===== src/rtl/cor_pkg.sv =====
// ----------------------------------------------------------------------------
// cor_pkg
// Shared widths, codes and types of the circle outline rasterizer.
// ----------------------------------------------------------------------------
package cor_pkg;

	localparam int COORD_BITS = 12;
	localparam int RAD_BITS   = 11;
	localparam int COLOR_BITS = 32;
	localparam int FRAME_BITS = 13;
	localparam int PIX_BITS   = 14;
	localparam int X_BITS     = 13;
	localparam int Y_BITS     = 12;
	localparam int ERR_BITS   = 16;
	localparam int STATUS_BITS = 2;

	localparam logic CMD_START = 1'b0;
	localparam logic CMD_STEP  = 1'b1;

	localparam logic [STATUS_BITS-1:0] STATUS_PIXEL    = 2'd0;
	localparam logic [STATUS_BITS-1:0] STATUS_STARTED  = 2'd1;
	localparam logic [STATUS_BITS-1:0] STATUS_REJECTED = 2'd2;
	localparam logic [STATUS_BITS-1:0] STATUS_IDLE     = 2'd3;

	localparam logic REG_FRAME_W = 1'b0;
	localparam logic REG_FRAME_H = 1'b1;

	localparam logic [FRAME_BITS-1:0] FRAME_W_RESET = 13'd800;
	localparam logic [FRAME_BITS-1:0] FRAME_H_RESET = 13'd600;

	typedef struct packed {
		logic signed [X_BITS-1:0]   x_next;
		logic [Y_BITS-1:0]          y_next;
		logic signed [ERR_BITS-1:0] err_next;
		logic                       done;
		logic signed [PIX_BITS-1:0] px_minus;
		logic signed [PIX_BITS-1:0] px_plus;
		logic signed [PIX_BITS-1:0] py_plus;
		logic signed [PIX_BITS-1:0] py_minus;
	} step_res_t;

endpackage


===== src/rtl/circle_outline_rasterizer.sv =====
// ----------------------------------------------------------------------------
// circle_outline_rasterizer
// Midpoint circle outline generator with stream ports and an APB register port.
// ----------------------------------------------------------------------------
// the first result is registered and offered in the cycle after the input transaction
// start and idle-step commands give one result and can be taken every cycle while the result port is not stalled
// a pixel step gives four results, one per result transaction, through the single result port
// the next input is taken in the cycle the last result of the previous one leaves
// reset (asynchronous, active low): frame 800 x 600, no circle active, no results
module circle_outline_rasterizer (
	input  logic        clk,
	input  logic        arst_n,
	// apb register port
	input  logic        psel,
	input  logic        penable,
	input  logic        pwrite,
	input  logic [2:0]  paddr,
	input  logic [31:0] pwdata,
	output logic [31:0] prdata,
	output logic        pready,
	// input stream
	input  logic        s_tvalid,
	output logic        s_tready,
	input  logic [71:0] s_tdata,   // center_x[11:0], center_y[23:12], radius[34:24], color[66:35]
	input  logic        s_tuser,   // cmd
	// result stream
	output logic        m_tvalid,
	input  logic        m_tready,
	output logic [63:0] m_tdata,   // pixel_x[13:0], pixel_y[27:14], pixel_color[59:28]
	output logic [2:0]  m_tuser,   // status[1:0], done_res[2]
	output logic        m_tlast    // last_of_step
);
	import cor_pkg::*;

	// configuration
	logic [FRAME_BITS-1:0] frame_w_q, frame_h_q;
	logic                  cfg_wr;

	assign pready = 1'b1;
	assign cfg_wr = psel && penable && pwrite && pready;

	always_ff @(posedge clk or negedge arst_n) begin
		if (!arst_n) begin
			frame_w_q <= FRAME_W_RESET;
			frame_h_q <= FRAME_H_RESET;
		end else if (cfg_wr) begin
			unique case (paddr[2])
				REG_FRAME_W: frame_w_q <= pwdata[FRAME_BITS-1:0];
				REG_FRAME_H: frame_h_q <= pwdata[FRAME_BITS-1:0];
				default: ;
			endcase
		end
	end

	always_comb begin
		unique case (paddr[2])
			REG_FRAME_W: prdata = 32'(frame_w_q);
			REG_FRAME_H: prdata = 32'(frame_h_q);
			default:     prdata = '0;
		endcase
	end

	// input fields
	logic [COORD_BITS-1:0] in_cx, in_cy;
	logic [RAD_BITS-1:0]   in_rad;
	logic [COLOR_BITS-1:0] in_color;
	logic                  in_cmd;

	assign in_cx    = s_tdata[11:0];
	assign in_cy    = s_tdata[23:12];
	assign in_rad   = s_tdata[34:24];
	assign in_color = s_tdata[66:35];
	assign in_cmd   = s_tuser;

	// circle state
	logic                       active_q;
	logic [COORD_BITS-1:0]      center_col_q, center_row_q;
	logic signed [X_BITS-1:0]   step_x_q;
	logic [Y_BITS-1:0]          step_y_q;
	logic signed [ERR_BITS-1:0] err_q;
	logic [COLOR_BITS-1:0]      color_q;

	step_res_t step;

	cor_step u_step (
		.center_col (center_col_q),
		.center_row (center_row_q),
		.x          (step_x_q),
		.y          (step_y_q),
		.err        (err_q),
		.res        (step)
	);

	// result buffer, drained one result per transaction
	logic                       buf_valid_q;
	logic [1:0]                 idx_q, last_idx_q;
	logic [STATUS_BITS-1:0]     res_status_q;
	logic                       res_done_q;
	logic [COLOR_BITS-1:0]      res_color_q;
	logic signed [PIX_BITS-1:0] res_pxm_q, res_pxp_q, res_pyp_q, res_pym_q;

	logic in_fire, out_fire, out_final, reject;

	assign out_fire  = m_tvalid && m_tready;
	assign out_final = out_fire && (idx_q == last_idx_q);
	assign s_tready  = !buf_valid_q || out_final;
	assign in_fire   = s_tvalid && s_tready;
	assign reject    = ({1'b0, in_cx} >= frame_w_q) || ({1'b0, in_cy} >= frame_h_q);

	always_ff @(posedge clk or negedge arst_n) begin
		if (!arst_n) begin
			active_q     <= 1'b0;
			center_col_q <= '0;
			center_row_q <= '0;
			step_x_q     <= '0;
			step_y_q     <= '0;
			err_q        <= '0;
			color_q      <= '0;
		end else if (in_fire) begin
			if (in_cmd == CMD_START) begin
				if (reject) begin
					active_q <= 1'b0;
				end else begin
					active_q     <= 1'b1;
					center_col_q <= in_cx;
					center_row_q <= in_cy;
					step_x_q     <= -$signed({2'b00, in_rad});
					step_y_q     <= '0;
					err_q        <= ERR_BITS'(2) - $signed({4'b0000, in_rad, 1'b0});
					color_q      <= in_color;
				end
			end else if (active_q) begin
				step_x_q <= step.x_next;
				step_y_q <= step.y_next;
				err_q    <= step.err_next;
				if (step.done) begin
					active_q <= 1'b0;
				end
			end
		end
	end

	always_ff @(posedge clk or negedge arst_n) begin
		if (!arst_n) begin
			buf_valid_q <= 1'b0;
			idx_q       <= '0;
			last_idx_q  <= '0;
		end else if (in_fire) begin
			buf_valid_q <= 1'b1;
			idx_q       <= '0;
			last_idx_q  <= (in_cmd == CMD_STEP && active_q) ? 2'd3 : 2'd0;
		end else if (out_final) begin
			buf_valid_q <= 1'b0;
		end else if (out_fire) begin
			idx_q <= idx_q + 2'd1;
		end
	end

	always_ff @(posedge clk) begin
		if (in_fire) begin
			res_done_q  <= 1'b0;
			res_color_q <= '0;
			res_pxm_q   <= '0;
			res_pxp_q   <= '0;
			res_pyp_q   <= '0;
			res_pym_q   <= '0;
			if (in_cmd == CMD_START) begin
				res_status_q <= reject ? STATUS_REJECTED : STATUS_STARTED;
			end else if (!active_q) begin
				res_status_q <= STATUS_IDLE;
			end else begin
				res_status_q <= STATUS_PIXEL;
				res_done_q   <= step.done;
				res_color_q  <= color_q;
				res_pxm_q    <= step.px_minus;
				res_pxp_q    <= step.px_plus;
				res_pyp_q    <= step.py_plus;
				res_pym_q    <= step.py_minus;
			end
		end
	end

	// mirror order: (-x,+y) (+x,+y) (+x,-y) (-x,-y)
	logic signed [PIX_BITS-1:0] out_px, out_py;

	always_comb begin
		case (idx_q)
			2'd0:    begin out_px = res_pxm_q; out_py = res_pyp_q; end
			2'd1:    begin out_px = res_pxp_q; out_py = res_pyp_q; end
			2'd2:    begin out_px = res_pxp_q; out_py = res_pym_q; end
			default: begin out_px = res_pxm_q; out_py = res_pym_q; end
		endcase
	end

	assign m_tvalid = buf_valid_q;
	assign m_tdata  = {4'b0000, res_color_q, out_py, out_px};
	assign m_tuser  = {res_done_q, res_status_q};
	assign m_tlast  = (idx_q == last_idx_q);

endmodule


===== src/rtl/cor_step.sv =====
// ----------------------------------------------------------------------------
// cor_step
// One midpoint circle iteration: mirrored pixel coordinates and next x, y, error.
// ----------------------------------------------------------------------------
module cor_step (
	input  logic [cor_pkg::COORD_BITS-1:0]    center_col,
	input  logic [cor_pkg::COORD_BITS-1:0]    center_row,
	input  logic signed [cor_pkg::X_BITS-1:0]   x,
	input  logic [cor_pkg::Y_BITS-1:0]          y,
	input  logic signed [cor_pkg::ERR_BITS-1:0] err,
	output cor_pkg::step_res_t                  res
);
	import cor_pkg::*;

	localparam int W = 18;

	logic signed [W-1:0] xe, ye, te, t, xn, yn, e;
	logic signed [PIX_BITS-1:0] cc, cr, xp, yp;

	assign xe = W'(x);
	assign ye = W'($signed({1'b0, y}));
	assign te = W'(err);

	always_comb begin
		t  = te;
		yn = ye;
		xn = xe;
		e  = te;
		if (t <= ye) begin
			yn = ye + W'(1);
			e  = e + (yn <<< 1) + W'(1);
			// tie case forces the x advance
			if ((-xe == yn) && (t <= xe)) begin
				t = '0;
			end
		end
		if (t > xe) begin
			xn = xe + W'(1);
			e  = e + (xn <<< 1) + W'(1);
		end
	end

	assign cc = $signed({2'b00, center_col});
	assign cr = $signed({2'b00, center_row});
	assign xp = PIX_BITS'(x);
	assign yp = $signed({2'b00, y});

	always_comb begin
		res          = '0;
		res.x_next   = xn[X_BITS-1:0];
		res.y_next   = yn[Y_BITS-1:0];
		res.err_next = e[ERR_BITS-1:0];
		res.done     = !xn[W-1] && (xn != '0);
		res.px_minus = cc - xp;
		res.px_plus  = cc + xp;
		res.py_plus  = cr + yp;
		res.py_minus = cr - yp;
	end

endmodule

===== config.mk =====
export PLATFORM = sky130hd
export DESIGN_NAME = circle_outline_rasterizer
export DESIGN_NICKNAME = d
export VERILOG_FILES = /design/src/rtl/cor_pkg.sv /design/src/rtl/circle_outline_rasterizer.sv /design/src/rtl/cor_step.sv
export SDC_FILE = /design/constraint.sdc
export NUM_CORES = 1
export LEC_CHECK = 0
export BUFFER_PORTS_ARGS = -buffer_cell sky130_fd_sc_hd__buf_4
export CAP_MARGIN = 20
export CELL_PAD_IN_SITES_DETAIL_PLACEMENT = 0
export CELL_PAD_IN_SITES_GLOBAL_PLACEMENT = 2
export CORE_MARGIN = 2
export CORE_UTILIZATION = 40
export DETAILED_ROUTE_END_ITERATION = 12
export PLACE_DENSITY_LB_ADDON = 0.1
export SYNTH_ARGS = -nofsm -noshare
export SYNTH_HDL_FRONTEND = slang
export SYNTH_SLANG_ARGS = --single-unit

===== constraint.sdc =====
create_clock -name clk -period 11.9 [get_ports clk]
set_clock_uncertainty 0.15 [all_clocks]
set_input_delay 2.38 -clock clk [delete_from_list [all_inputs] [get_ports clk]]
set_output_delay 2.38 -clock clk [all_outputs]
set_load 0.05 [all_outputs]

==> flow_summary.toml <==
[status]
status = "complete, no violations"

[yosys]
yosysSeqAreaShare_pct = 37.64
synth-async-reset-ratio_pct = 59.53
postSynthAreaPerCell_um2 = 9.775
syn-cell-area_um2 = 15470
netlist_instances = 1583
synth-edff-count = 87
ys_ff_latch = 215
yosys-top-cells-count = "ha_1 (150), dfrtp_1 (121), nand2_1 (118)"
yosys_warnings = 0
synth_top_area_cell = "dfrtp_1"
netlist.area_leader.share_pct = 19.57
synthTopCellsByArea = "dfrtp_1 (20%), edfxtp_1 (17%), ha_1 (12%), mux2_2 (7.7%), xnor2_1 (3.7%)"
yosysMostFrequentCell = "ha_1"
synthDistinctLibCells = 90
synthFlopType = "dfrtp_1"

[sta]
holdWs_ns = 0.3489
rsz0062_at_grt = "false"
tightest_slew_ns = 0.8439
setup_tns_ns = 0
drv_slew = 0
max_slew_margin_pct = 42.28
finalCritPeriodShare_pct = 56.27
final_hold_viol_count = 0
finalSetupViolCount = 0
finalCriticalPeriod_ns = 6.696
fmax_mhz = 149.3

[floorplanning]
io_pins = 218
core_area_um2 = 38380
rows = 72
start_util_pct = 40.32
die_w_um = 200.7
dieArea_um2 = 40270
fp.dieH_um = 200.7

[power]
switching_share_pct = 47.00
internal_power_uw = 2804
power_frac_comb_pct = 60.2
seq_power_share_pct = 24.5
power.density_nw_per_um2 = 294.1
leakage_uw = 0.007884
peakVddDrop_v = 0.0002706
p_sw_uw = 2486
clkPwrFrac_pct = 15.3
power.total_uw = 5290

[detailed_routing]
drc = 0
routed.top_layer = "met4"
num_vias = 12104
routed-wl-met3_mm = 1.749
routedWlPerCell_um = 20.33
wl_mm = 46.06
via_per_inst = 5.342
final_antenna_net_count = 0
wl_met1_mm = 22.14
dr_wl_met2_mm = 21.28
dr.first_iter.drc_count = 725
dr.pass1.iters = 5

[global_route]
grtUsageTotal_pct = 22.81
grt_remaining_overflow = 0
grt_pass1_vias = 12096
grt_pass1_wl_mm = 71.70
antenna_found_initial = 0
grt_max_degree = 71

[setup_path]
crit_path_start = "step_y_q[0]$_DFFE_PN0P_"
startpoint_type = "register"
crit_fanout = 25
cp.required_ns = 12.04
cp.arrival_ns = 6.84
crit_type = "reg2reg"
worstReg2RegStart = "step_y_q[0]$_DFFE_PN0P_"
end_kind = "register"

[clock_network]
cts_sinks = 215
cts_resized = 0
hold_buffers = 0
clk_latency_ns = 0.55
htreeDepth = 1
cts_tree = "yes"
post-cts-setup-buffers = 0
cts.clk_slew.worst_paths_ns = 0.06
clockRootBuffer = "clkbuf_16"
cts_inserted_buffers = 27
cts_max_path_buffers = 3

[cells_and_area]
drive_gt1_share_pct = 21.51
design_area_um2 = 17990
final_cells = 2266
antenna_cells = 0
area_delta_synth_final_pct = 16.25
fillers = 3738
fin_nets = 1998

[place]
gp_congestion = 0.8614
portBuffers = 167
dp_cells = 2214
dp_hpwl_mm = 35.29
postPlaceCellArea_um2 = 17100

[hold_path]
worstHoldPathType = "reg2reg"
min_from = "color_q[20]$_DFFE_PN0P_"

[job]
maxCapViolCount = 0
==> critical path, stage by stage (launching register included) <==
cell and delay, ns:
dfrtp_1 0.75, ha_1 0.30, and3_4 0.22, nand3_4 0.11
or4_4 0.55, xnor2_1 0.45, xnor2_1 0.15, xnor2_1 0.14
nor4_1 0.45, o311ai_2 0.33, buf_4 0.27, and2_4 0.16
ha_1 0.29, a21o_1 0.18, a21oi_1 0.14, a21boi_1 0.08
o21a_1 0.17, o2111ai_1 0.17, o211ai_1 0.14, buf_4 0.25
nor4b_1 0.33, o21ai_1 0.14, o32ai_1 0.43, nor2_1 0.08
==> layout by cell type (no fill, tap or decap), types with 21 or more instances in the layout <==
cell / instances
nand2_1: 118
or3_1: 21
mux2_2: 106
o21ai_0: 80
clkbuf_16: 27
conb_1: 24
nor3_1: 38
a21oi_1: 103
inv_1: 111
o21ai_1: 21
and3_1: 51
dfrtp_1: 121
buf_4: 180
xnor2_1: 66
a21o_1: 29
ha_1: 150
nor2_1: 73
edfxtp_1: 87
xor2_1: 26
nand3_1: 30
==> worst paths after layout <==
path | end | slack, ns | cells past startpoint
min in group asynchronous | err_q[1]$_DFFE_PN0P_ | 1.70 | 1
worst min register to register | color_q[20]$_DFFE_PN0P_ | 0.35 | 1
max in group asynchronous | m_tvalid$_DFFE_PN0P_ | 8.57 | 2
worst min-delay path | color_q[20]$_DFFE_PN0P_ | 0.35 | 1
worst max register to register | res_done_q$_SDFFCE_PN0P_ | 5.20 | 23
worst max-delay path | res_done_q$_SDFFCE_PN0P_ | 5.20 | 23
==> logic make-up after synthesis <==
group | synth area share (%)
muxes | 8.895
buffers and inverters | 5.789
adders and majority gates | 12.91
DFF | 37.64
AOI/OAI and AO/OA | 14.95
xor gates and xnor gates | 5.207
and+or+nand+nor | 14.56
other | 0.04853
==> metrics by stage <==
stage | util, % | setup WS [ns]
floorplan | - | 5.282
global placement | 44.56 | 5.188
detailed placement | 44.56 | 5.168
finish | 46.87 | 5.204
global route | 46.87 | 4.782
CTS | 46.83 | 5.151
==> cell type report <==
class	count	area, um^2	share of cell area (%)
Multi-Input combinational cell	1188	8851	49.20
Sequential cell	215	5824	32.38
Timing Repair Buffer	181	1363	7.575
Clock buffer	29	693.2	3.853
Tap cell	518	648.1	3.603
Inverter	114	429.2	2.386
Clock inverter	21	180.2	1.002
==> sequential cells by signal (all words and copies together) (netlist names), 2 cells and up <==
register      flops
color_q          32
res_color_q      32
err_q            16
res_pxm_q        14
frame_h_q        13
frame_w_q        13
res_pxp_q        13
res_pyp_q        13
step_x_q         13
center_col_q     12
center_row_q     12
res_pym_q        12
step_y_q         12
idx_q             2
res_status_q      2
==> power by group through the flow <==
stage | Clock, uW | Sequential, uW | Combinational (uW)
floorplan | 0 | 1290 | 2370
global placement | 0 | 1300 | 3160
detailed placement | 0 | 1310 | 3190
CTS | 831 | 1300 | 3210
global route | 863 | 1330 | 3530
finish | 808 | 1300 | 3180
==> layer usage <==
metal | GRT usage (%) | up-vias
met1 | 32.29 | 5862
li1 | - | 5966
met2 | 37.13 | 227
met3 | 2.695 | 49
met4 | 5.873 | 0
met5 | 0 | -
(Power assumes the default switching activity.)
